### config.mk
export PLATFORM = sky130hd
export DESIGN_NAME = tga_rle_image_decoder_top
export DESIGN_NICKNAME = d
export VERILOG_FILES = /design/src/design/trd_pkg.sv /design/src/design/trd_parser.sv /design/src/design/trd_queue.sv /design/src/design/trd_output.sv /design/src/design/tga_rle_image_decoder_top.sv
export SDC_FILE = /design/constraint.sdc
export NUM_CORES = 2
export LEC_CHECK = 0
export BUFFER_PORTS_ARGS = -buffer_cell sky130_fd_sc_hd__buf_2
export CAP_MARGIN = 0
export CORE_MARGIN = 2
export CORE_UTILIZATION = 30
export CTS_CLUSTER_DIAMETER = 150
export DETAILED_ROUTE_END_ITERATION = 7
export GPL_TIMING_DRIVEN = 0
export PLACE_DENSITY = 0.56
export SYNTH_ARGS = -nofsm -noshare
export SYNTH_HDL_FRONTEND = slang
export SYNTH_SLANG_ARGS = --single-unit
### constraint.sdc
create_clock -name i_clk -period 18.9 [get_ports i_clk]
set_clock_uncertainty 0.05 [all_clocks]
set_input_delay 0 -clock i_clk [delete_from_list [all_inputs] [get_ports i_clk]]
set_output_delay 0 -clock i_clk [all_outputs]
set_load 0.02 [all_outputs]
### src/design/trd_pkg.sv
// ----------------------------------------------------------------------------
// trd_pkg
// Shared types and constants of the TGA run-length decoder.
// ----------------------------------------------------------------------------
package trd_pkg;

    localparam int QUEUE_DEPTH = 2;

    localparam logic [1:0] KIND_HEADER = 2'd0;
    localparam logic [1:0] KIND_PIXEL  = 2'd1;
    localparam logic [1:0] KIND_ERROR  = 2'd2;

    // One result as it travels from the parser to the output stage.
    // Header and error records carry height:width in value and the
    // bytes per pixel in rep.
    typedef struct packed {
        logic [1:0]  kind;
        logic [31:0] value;
        logic [7:0]  rep;
        logic        last;
    } t_rec;

endpackage

### src/design/trd_parser.sv
// ----------------------------------------------------------------------------
// trd_parser
// Front end: walks the header, skips ID and color map, decodes packets and
// gathers pixels, producing one result record per byte at most.
// ----------------------------------------------------------------------------
module trd_parser (
    input  logic          i_clk,
    input  logic          i_rst_n,
    input  logic          i_valid,
    input  logic [7:0]    i_data_byte,
    input  logic          i_start_of_file,
    input  logic          i_full,
    output logic          o_ready,
    output logic          o_push,
    output trd_pkg::t_rec o_rec
);

    localparam logic [2:0] PH_HEADER = 3'd0;
    localparam logic [2:0] PH_SKIP   = 3'd1;
    localparam logic [2:0] PH_RAW    = 3'd2;
    localparam logic [2:0] PH_HEAD   = 3'd3;
    localparam logic [2:0] PH_PACKET = 3'd4;
    localparam logic [2:0] PH_DONE   = 3'd5;

    localparam logic [4:0] HDR_ID_LEN   = 5'd0;
    localparam logic [4:0] HDR_MAP_TYPE = 5'd1;
    localparam logic [4:0] HDR_TYPE     = 5'd2;
    localparam logic [4:0] HDR_MAP_LO   = 5'd5;
    localparam logic [4:0] HDR_MAP_HI   = 5'd6;
    localparam logic [4:0] HDR_MAP_BITS = 5'd7;
    localparam logic [4:0] HDR_W_LO     = 5'd12;
    localparam logic [4:0] HDR_W_HI     = 5'd13;
    localparam logic [4:0] HDR_H_LO     = 5'd14;
    localparam logic [4:0] HDR_H_HI     = 5'd15;
    localparam logic [4:0] HDR_DEPTH    = 5'd16;
    localparam logic [4:0] HDR_LAST     = 5'd17;

    localparam logic [7:0]  TYPE_RAW = 8'd2;
    localparam logic [7:0]  TYPE_RLE = 8'd10;
    localparam logic [17:0] SKIP_MAX = 18'h3FFFF;

    logic [2:0]  r_phase, n_phase;
    logic [4:0]  r_hpos, n_hpos;
    logic [7:0]  r_type, n_type;
    logic [17:0] r_skip, n_skip;
    logic [15:0] r_width, n_width;
    logic [15:0] r_height, n_height;
    logic [2:0]  r_bpp, n_bpp;
    logic [31:0] r_pleft, n_pleft;
    logic [7:0]  r_pkleft, n_pkleft;
    logic        r_isrun, n_isrun;
    logic [1:0]  r_bip, n_bip;
    logic [31:0] r_acc, n_acc;

    logic          fire;
    logic [5:0]    entry_bytes;
    logic [21:0]   map_bytes;
    logic [22:0]   skip_total;
    logic [31:0]   area;
    logic [4:0]    depth_bytes;
    logic [31:0]   g_acc;
    logic [1:0]    g_bip;
    logic          g_done;
    logic [7:0]    run_rep;
    logic [7:0]    rep;
    logic          push;
    trd_pkg::t_rec rec;

    assign fire    = i_valid && !i_full;
    assign o_ready = !i_full;

    // Color map size: length times whole bytes per entry, saturated.
    assign entry_bytes = 6'(({1'b0, i_data_byte} + 9'd7) >> 3);
    assign map_bytes   = r_acc[15:0] * entry_bytes;
    assign skip_total  = 23'(r_skip) + 23'(map_bytes);
    assign area        = r_width * r_height;
    assign depth_bytes = i_data_byte[7:3];

    always_comb begin
        g_acc = r_acc;
        case (r_bip)
            2'd0:    g_acc[7:0]   = r_acc[7:0]   | i_data_byte;
            2'd1:    g_acc[15:8]  = r_acc[15:8]  | i_data_byte;
            2'd2:    g_acc[23:16] = r_acc[23:16] | i_data_byte;
            default: g_acc[31:24] = r_acc[31:24] | i_data_byte;
        endcase
    end

    assign g_bip   = r_bip + 2'd1;
    assign g_done  = (g_bip == 2'd0) || ({1'b0, g_bip} >= r_bpp);
    assign run_rep = ({24'd0, r_pkleft} < r_pleft) ? r_pkleft : r_pleft[7:0];

    always_comb begin
        n_phase  = r_phase;
        n_hpos   = r_hpos;
        n_type   = r_type;
        n_skip   = r_skip;
        n_width  = r_width;
        n_height = r_height;
        n_bpp    = r_bpp;
        n_pleft  = r_pleft;
        n_pkleft = r_pkleft;
        n_isrun  = r_isrun;
        n_bip    = r_bip;
        n_acc    = r_acc;
        push     = 1'b0;
        rec      = '0;
        rep      = 8'd0;
        if (fire) begin
            if (i_start_of_file) begin
                n_phase  = PH_HEADER;
                n_hpos   = '0;
                n_type   = '0;
                n_skip   = '0;
                n_width  = '0;
                n_height = '0;
                n_bpp    = '0;
                n_pleft  = '0;
                n_pkleft = '0;
                n_isrun  = 1'b0;
                n_bip    = '0;
                n_acc    = '0;
            end
            unique case (n_phase)
                PH_HEADER: begin
                    case (n_hpos)
                        HDR_ID_LEN:   n_skip = {10'd0, i_data_byte};
                        HDR_MAP_TYPE: n_acc[16] = (i_data_byte != 8'd0);
                        HDR_TYPE:     n_type = i_data_byte;
                        HDR_MAP_LO:   n_acc[7:0] = i_data_byte;
                        HDR_MAP_HI:   n_acc[15:8] = i_data_byte;
                        HDR_MAP_BITS: begin
                            if (r_acc[16]) begin
                                n_skip = (skip_total > 23'(SKIP_MAX)) ? SKIP_MAX
                                                                      : skip_total[17:0];
                            end
                            n_acc = '0;
                        end
                        HDR_W_LO:  n_width[7:0]   = i_data_byte;
                        HDR_W_HI:  n_width[15:8]  = i_data_byte;
                        HDR_H_LO:  n_height[7:0]  = i_data_byte;
                        HDR_H_HI:  n_height[15:8] = i_data_byte;
                        HDR_DEPTH: n_bpp = (depth_bytes <= 5'd4) ? depth_bytes[2:0] : 3'd0;
                        default: ;
                    endcase
                    if (n_hpos >= HDR_LAST) begin
                        n_pleft   = area;
                        push      = 1'b1;
                        rec.value = {n_height, n_width};
                        rec.rep   = {5'd0, n_bpp};
                        if (!((n_type == TYPE_RAW || n_type == TYPE_RLE) && n_bpp != 3'd0)) begin
                            rec.kind = trd_pkg::KIND_ERROR;
                            n_phase  = PH_DONE;
                        end else begin
                            rec.kind = trd_pkg::KIND_HEADER;
                            if (n_skip != '0) begin
                                n_phase = PH_SKIP;
                            end else begin
                                n_bip = '0;
                                n_acc = '0;
                                if (area == 32'd0) begin
                                    n_phase = PH_DONE;
                                end else begin
                                    n_phase = (n_type == TYPE_RAW) ? PH_RAW : PH_HEAD;
                                end
                            end
                        end
                    end else begin
                        n_hpos = n_hpos + 5'd1;
                    end
                end
                PH_SKIP: begin
                    if (r_skip != '0) begin
                        n_skip = r_skip - 18'd1;
                    end
                    if (n_skip == '0) begin
                        n_bip = '0;
                        n_acc = '0;
                        if (r_pleft == 32'd0) begin
                            n_phase = PH_DONE;
                        end else begin
                            n_phase = (r_type == TYPE_RAW) ? PH_RAW : PH_HEAD;
                        end
                    end
                end
                PH_RAW: begin
                    n_acc = g_acc;
                    n_bip = g_bip;
                    if (g_done) begin
                        n_acc     = '0;
                        n_bip     = '0;
                        n_pleft   = r_pleft - 32'd1;
                        push      = 1'b1;
                        rec.kind  = trd_pkg::KIND_PIXEL;
                        rec.value = g_acc;
                        rec.rep   = 8'd1;
                        rec.last  = (n_pleft == 32'd0);
                        if (n_pleft == 32'd0) begin
                            n_phase = PH_DONE;
                        end
                    end
                end
                PH_HEAD: begin
                    n_isrun  = i_data_byte[7];
                    n_pkleft = {1'b0, i_data_byte[6:0]} + 8'd1;
                    n_bip    = '0;
                    n_acc    = '0;
                    n_phase  = PH_PACKET;
                end
                PH_PACKET: begin
                    n_acc = g_acc;
                    n_bip = g_bip;
                    if (g_done) begin
                        n_acc = '0;
                        n_bip = '0;
                        if (r_isrun) begin
                            rep      = run_rep;
                            n_pkleft = '0;
                        end else begin
                            rep      = 8'd1;
                            n_pkleft = r_pkleft - 8'd1;
                        end
                        n_pleft   = r_pleft - 32'(rep);
                        push      = 1'b1;
                        rec.kind  = trd_pkg::KIND_PIXEL;
                        rec.value = g_acc;
                        rec.rep   = rep;
                        rec.last  = (n_pleft == 32'd0);
                        if (n_pleft == 32'd0) begin
                            n_phase = PH_DONE;
                        end else if (n_pkleft == 8'd0) begin
                            n_phase = PH_HEAD;
                        end
                    end
                end
                default: ;
            endcase
        end
    end

    always_ff @(posedge i_clk) begin
        if (!i_rst_n) begin
            r_phase  <= PH_HEADER;
            r_hpos   <= '0;
            r_type   <= '0;
            r_skip   <= '0;
            r_width  <= '0;
            r_height <= '0;
            r_bpp    <= '0;
            r_pleft  <= '0;
            r_pkleft <= '0;
            r_isrun  <= 1'b0;
            r_bip    <= '0;
            r_acc    <= '0;
        end else begin
            r_phase  <= n_phase;
            r_hpos   <= n_hpos;
            r_type   <= n_type;
            r_skip   <= n_skip;
            r_width  <= n_width;
            r_height <= n_height;
            r_bpp    <= n_bpp;
            r_pleft  <= n_pleft;
            r_pkleft <= n_pkleft;
            r_isrun  <= n_isrun;
            r_bip    <= n_bip;
            r_acc    <= n_acc;
        end
    end

    assign o_push = push;
    assign o_rec  = rec;

endmodule

### src/design/trd_queue.sv
// ----------------------------------------------------------------------------
// trd_queue
// Small first-in first-out buffer of result records between parser and
// output stage.
// ----------------------------------------------------------------------------
module trd_queue #(
    parameter int DEPTH = trd_pkg::QUEUE_DEPTH
) (
    input  logic          i_clk,
    input  logic          i_rst_n,
    input  logic          i_push,
    input  trd_pkg::t_rec i_rec,
    input  logic          i_pop,
    output logic          o_full,
    output logic          o_valid,
    output trd_pkg::t_rec o_rec
);

    localparam int PW = (DEPTH > 1) ? $clog2(DEPTH) : 1;
    localparam int CW = $clog2(DEPTH + 1);

    trd_pkg::t_rec r_mem [DEPTH];
    logic [PW-1:0] r_wr, n_wr;
    logic [PW-1:0] r_rd, n_rd;
    logic [CW-1:0] r_count, n_count;

    assign n_wr = (r_wr == PW'(DEPTH - 1)) ? '0 : r_wr + 1'b1;
    assign n_rd = (r_rd == PW'(DEPTH - 1)) ? '0 : r_rd + 1'b1;

    always_comb begin
        n_count = r_count;
        case ({i_push, i_pop})
            2'b10:   n_count = r_count + 1'b1;
            2'b01:   n_count = r_count - 1'b1;
            default: n_count = r_count;
        endcase
    end

    always_ff @(posedge i_clk) begin
        if (!i_rst_n) begin
            r_wr    <= '0;
            r_rd    <= '0;
            r_count <= '0;
        end else begin
            if (i_push) begin
                r_wr <= n_wr;
            end
            if (i_pop) begin
                r_rd <= n_rd;
            end
            r_count <= n_count;
        end
    end

    always_ff @(posedge i_clk) begin
        if (i_push) begin
            r_mem[r_wr] <= i_rec;
        end
    end

    assign o_full  = (r_count == CW'(DEPTH));
    assign o_valid = (r_count != '0);
    assign o_rec   = r_mem[r_rd];

endmodule

### src/design/trd_output.sv
// ----------------------------------------------------------------------------
// trd_output
// Back end: takes records from the queue into the output register, keeps
// the header values of the current image and attaches them to every result.
// ----------------------------------------------------------------------------
module trd_output (
    input  logic          i_clk,
    input  logic          i_rst_n,
    input  logic          i_q_valid,
    input  trd_pkg::t_rec i_rec,
    output logic          o_pop,
    input  logic          i_ready,
    output logic          o_valid,
    output logic [1:0]    o_kind,
    output logic [31:0]   o_pixel_value,
    output logic [7:0]    o_repeat_count,
    output logic [15:0]   o_pic_width,
    output logic [15:0]   o_pic_height,
    output logic [2:0]    o_pixel_bytes,
    output logic          o_last
);

    logic        r_valid;
    logic [1:0]  r_kind;
    logic [31:0] r_value;
    logic [7:0]  r_rep;
    logic [15:0] r_width;
    logic [15:0] r_height;
    logic [2:0]  r_bpp;
    logic        r_last;
    logic        pop;

    assign pop   = i_q_valid && (!r_valid || i_ready);
    assign o_pop = pop;

    always_ff @(posedge i_clk) begin
        if (!i_rst_n) begin
            r_valid <= 1'b0;
        end else if (pop) begin
            r_valid <= 1'b1;
        end else if (i_ready) begin
            r_valid <= 1'b0;
        end
    end

    // Header and error records refresh the image values; pixel runs reuse them.
    always_ff @(posedge i_clk) begin
        if (pop) begin
            r_kind <= i_rec.kind;
            r_last <= i_rec.last;
            if (i_rec.kind == trd_pkg::KIND_PIXEL) begin
                r_value <= i_rec.value;
                r_rep   <= i_rec.rep;
            end else begin
                r_value  <= '0;
                r_rep    <= '0;
                r_width  <= i_rec.value[15:0];
                r_height <= i_rec.value[31:16];
                r_bpp    <= i_rec.rep[2:0];
            end
        end
    end

    assign o_valid        = r_valid;
    assign o_kind         = r_kind;
    assign o_pixel_value  = r_value;
    assign o_repeat_count = r_rep;
    assign o_pic_width    = r_width;
    assign o_pic_height   = r_height;
    assign o_pixel_bytes  = r_bpp;
    assign o_last         = r_last;

endmodule

### src/design/tga_rle_image_decoder_top.sv
// A result is held in the record queue, then in the output register, before it is valid.
// Throughput: one file byte per cycle, while the record queue has room.
// The queue depth and the single output register set how long either side may stall.
// Reset (synchronous, active low) returns the parser to header byte 0 and empties
// the queue and the output register.
// ----------------------------------------------------------------------------
// tga_rle_image_decoder_top
// Byte-serial TGA decoder: header, ID/color-map skip, raw and RLE pixel runs.
// ----------------------------------------------------------------------------
module tga_rle_image_decoder_top #(
    parameter int QUEUE_DEPTH = trd_pkg::QUEUE_DEPTH
) (
    input  logic        i_clk,
    input  logic        i_rst_n,
    input  logic        i_valid,
    output logic        o_ready,
    input  logic [7:0]  i_data_byte,
    input  logic        i_start_of_file,
    output logic        o_valid,
    input  logic        i_ready,
    output logic [1:0]  o_kind,
    output logic [31:0] o_pixel_value,
    output logic [7:0]  o_repeat_count,
    output logic [15:0] o_pic_width,
    output logic [15:0] o_pic_height,
    output logic [2:0]  o_pixel_bytes,
    output logic        o_last
);

    logic          push;
    logic          full;
    logic          q_valid;
    logic          pop;
    trd_pkg::t_rec push_rec;
    trd_pkg::t_rec head_rec;

    trd_parser u_parser (
        .i_clk           (i_clk),
        .i_rst_n         (i_rst_n),
        .i_valid         (i_valid),
        .i_data_byte     (i_data_byte),
        .i_start_of_file (i_start_of_file),
        .i_full          (full),
        .o_ready         (o_ready),
        .o_push          (push),
        .o_rec           (push_rec)
    );

    trd_queue #(
        .DEPTH (QUEUE_DEPTH)
    ) u_queue (
        .i_clk   (i_clk),
        .i_rst_n (i_rst_n),
        .i_push  (push),
        .i_rec   (push_rec),
        .i_pop   (pop),
        .o_full  (full),
        .o_valid (q_valid),
        .o_rec   (head_rec)
    );

    trd_output u_output (
        .i_clk          (i_clk),
        .i_rst_n        (i_rst_n),
        .i_q_valid      (q_valid),
        .i_rec          (head_rec),
        .o_pop          (pop),
        .i_ready        (i_ready),
        .o_valid        (o_valid),
        .o_kind         (o_kind),
        .o_pixel_value  (o_pixel_value),
        .o_repeat_count (o_repeat_count),
        .o_pic_width    (o_pic_width),
        .o_pic_height   (o_pic_height),
        .o_pixel_bytes  (o_pixel_bytes),
        .o_last         (o_last)
    );

endmodule

==> run summary <==
pwr dens - 79.4 nW/um^2
unrepaired setup endpoints after global routing - false
CP max FO - 10
Netlist cell types - 93
Max stage delay on crit path - 0.74 ns
via-per-instance ratio - 5.41
reg-to-reg startpoint - u_parser.r_pleft[16]
ys async rst share - 0%
top cells by count, synth - inv_1 (392), and2_1 (322), a21oi_1 (272)
Ports - 93
Port Buffers - 92
period utilisation layout - 47.1%
Die ar. - 110000 sq um
worst slew pin tran - 1.42 ns
Sw Share - 42.7%
Max-cap violations - 0
number of synthesized flops with an enable pin - 164
critical path endpoint category - flip-flop
CTS sink cnt - 314
top cell type by total area after synthesis - fa_1
pin count of the biggest net entering global routing - 37
Peak VDD IR - 0.0643 mV
cell with the most instances after synthesis - inv_1
drt first pass iters - 7
synth-to-layout area growth - 11.3%
DR vias - 28900
setup violators final - 0
Synth Cell Area - 32300 sq um
crit path kind - input port to flip-flop
Worst slew margin - 4.46%
CP startpoint - i_data_byte[0]
row count - 120
All-Layer GR Usage - 20.8%
fraction of layout cells with a size suffix above 1 - 6.60%
final hold slack - 0.0617 ns
post-DP HPWL - 91.7 mm
combinational group share of total power - 41.8%
clock power share - 26.8%
Reg2Reg Depth - 19
post-synth top area share - 16.6%
Int Pwr - 1.63 mW
Final Hold Vio Count - 0
vias in the first global route - 28700
status - completed
Psw - 1.22 mW
maximum root-to-sink buffer count - 3
P_leak - 14.3 nW
cell with the most instances on the worst path - clkbuf_1
Critical Path RT - 19.34 ns
Worst Setup EP - u_parser.r_acc[12]
initial core utilization - 30.2%
Slew Limit Fails - 0
core area - 107000 sq um
Detailed Route Iter0 Violations - 2759
total gr overflow - 0
Worst Hold Depth - 4
Crit-path slowest cell - nor4_4
worst hold path type - input port to flip-flop
CP arrival - 9.33 ns
min-delay src - i_data_byte[2]
worst skew pair latency - 0.60 ns
CTS tree - built
element type at the critical path start - input port
Routed Antenna Nets - 0
Seq cells post-synth - 314
clock root buffer - clkbuf_16
TritonCTS Buffers - 39
Seq pwr share - 31.4%
Finished Core Util - 33.6%
Fmax - 112 MHz
R2R Path End - u_queue.r_mem[1][0]
Seq/Total Area, Yosys - 24.6%
GP Congestion - 0.945
cells after synthesis - 3757
die width - 332 um
Yosys warnings - 0
setup TNS - 0 ns
prevailing post-synth register cell - edfxtp_1
DIE HEIGHT - 332 um
H-tree levels - 2
nets - 4359
Mapped Avg Cell Area - 8.58 sq um
DR WL/cell - 21.9 um
Synth area leaders - fa_1 (17%), edfxtp_1 (15%), dfxtp_1 (9.3%), ha_1 (7.1%), and2_1 (6.2%)
global-route wire length before repair - 179 mm
Mapped Nets - 4219
crit path time final - 8.90 ns
initial antenna violation count - 5
Total Wirelength - 117 mm
Post-route DRC - 0
flop2flop setup slack - 10.09 ns
Clock Pin Slew Worst Setup and Hold Paths - 0.06 ns
[sequential cells by signal (all words and copies together) (netlist names), 3 cells and up, named ones only]
register,cells
u_queue.r_mem,86
u_output.o_pixel_value,32
u_parser.r_acc,32
u_parser.r_pleft,32
u_parser.r_skip,18
u_output.o_pic_height,16
u_output.o_pic_width,16
u_parser.r_height,16
u_parser.r_width,16
u_output.o_repeat_count,8
u_parser.r_pkleft,8
u_parser.r_type,8
u_parser.r_hpos,5
u_output.o_pixel_bytes,3
u_parser.r_bpp,3
u_parser.r_phase,3
[layout by cell type (no fill, tap or decap), drive strengths merged, types with 38 or more instances in the layout]
| cell | synthesis | layout |
|---|---|---|
| and3 | 39 | 39 |
| mux2 | 38 | 38 |
| nor2 | 227 | 227 |
| nor2b | 156 | 156 |
| xnor2 | 59 | 59 |
| ha | 182 | 182 |
| a21oi | 272 | 272 |
| and2 | 325 | 325 |
| nor3 | 69 | 69 |
| inv | 392 | 396 |
| buf | 29 | 125 |
| dfxtp | 150 | 150 |
| nand3 | 102 | 102 |
| fa | 267 | 267 |
| o21ai | 159 | 159 |
| nand4 | 55 | 55 |
| edfxtp | 164 | 164 |
| nor4 | 43 | 43 |
| nand2 | 250 | 250 |
| a22oi | 52 | 52 |
| clkbuf | 213 | 267 |
[worst min path at each step]
stage                               to
floorplan             u_output.o_valid
global placement     o_pixel_value[13]
detailed placement     o_pic_width[12]
CTS                  u_parser.r_bpp[0]
global route        u_parser.r_skip[2]
finish              u_parser.r_skip[2]
[through the flow]
step | area (sq um) | worst slack, ns | power, mW | std cells
after global routing | 35900 | 9.73 | 2.98 | 5329
final | 35900 | 10.00 | 2.85 | 5330
after CTS | 35900 | 10.25 | 2.84 | 5328
after floorplan | 32300 | 12.00 | 1.66 | 3757
after global placement | 34500 | 9.62 | 2.07 | 5252
after detailed placement | 34600 | 9.67 | 2.07 | 5256
[critical path, delay by kind of cell]
family,cells,cell delay [ns]
AOI/OAI and AO/OA,4,0.83
xor gates and xnor gates,2,0.96
adders and majority gates,6,2.62
buffers and inverters,9,2.87
and+or+nand+nor,7,2.00
[power groups by stage]
| stage | registers [mW] | logic [mW] | clock network, mW |
|---|---|---|---|
| floorplan | 0.997 | 0.659 | 0 |
| global placement | 0.914 | 1.16 | 0 |
| detailed placement | 0.908 | 1.16 | 0 |
| CTS | 0.894 | 1.17 | 0.776 |
| global route | 0.906 | 1.27 | 0.799 |
| finish | 0.895 | 1.19 | 0.764 |
[what timing repair did]
| action | 4_1_cts | 5_1_grt |
|---|---|---|
| hold buffers | 3 | 0 |
| endpoints found under the hold margin | 8 | 0 |
| buffers inserted | 0 | 0 |
| resized for setup | 0 | 0 |
[layer usage]
| layer | routed length (um) | track usage (%) | vias to the layer above |
|---|---|---|---|
| li1 | - | - | 13200 |
| met1 | 50800 | 28.3 | 14200 |
| met2 | 52600 | 33.3 | 1151 |
| met3 | 8630 | 3.65 | 230 |
| met4 | 4480 | 7.43 | 6 |
| met5 | 75 | 0 | - |
[cell families after synthesis]
group / count (synthesis) / share of synthesized area (%)
buf+inv: 634 / 7.49
compound gates: 830 / 16.6
xor+xnor: 80 / 2.17
simple gates: 1395 / 23.6
mux: 55 / 1.85
flops: 314 / 24.6
fa+ha+maj: 449 / 23.6
[final cells by class]
type                       instances  area, sq um
timing repair buffer              99          558
clock buffer                      54         1090
multi-input combinational       2809        21900
buffer                           242          943
clock inverter                    15          189
sequential                       314         7930
antenna                            2         5.00
inverter                         392         1470
tap                             1403         1760
fill                           11300        71000
Power figures use the tool's default switching activity.
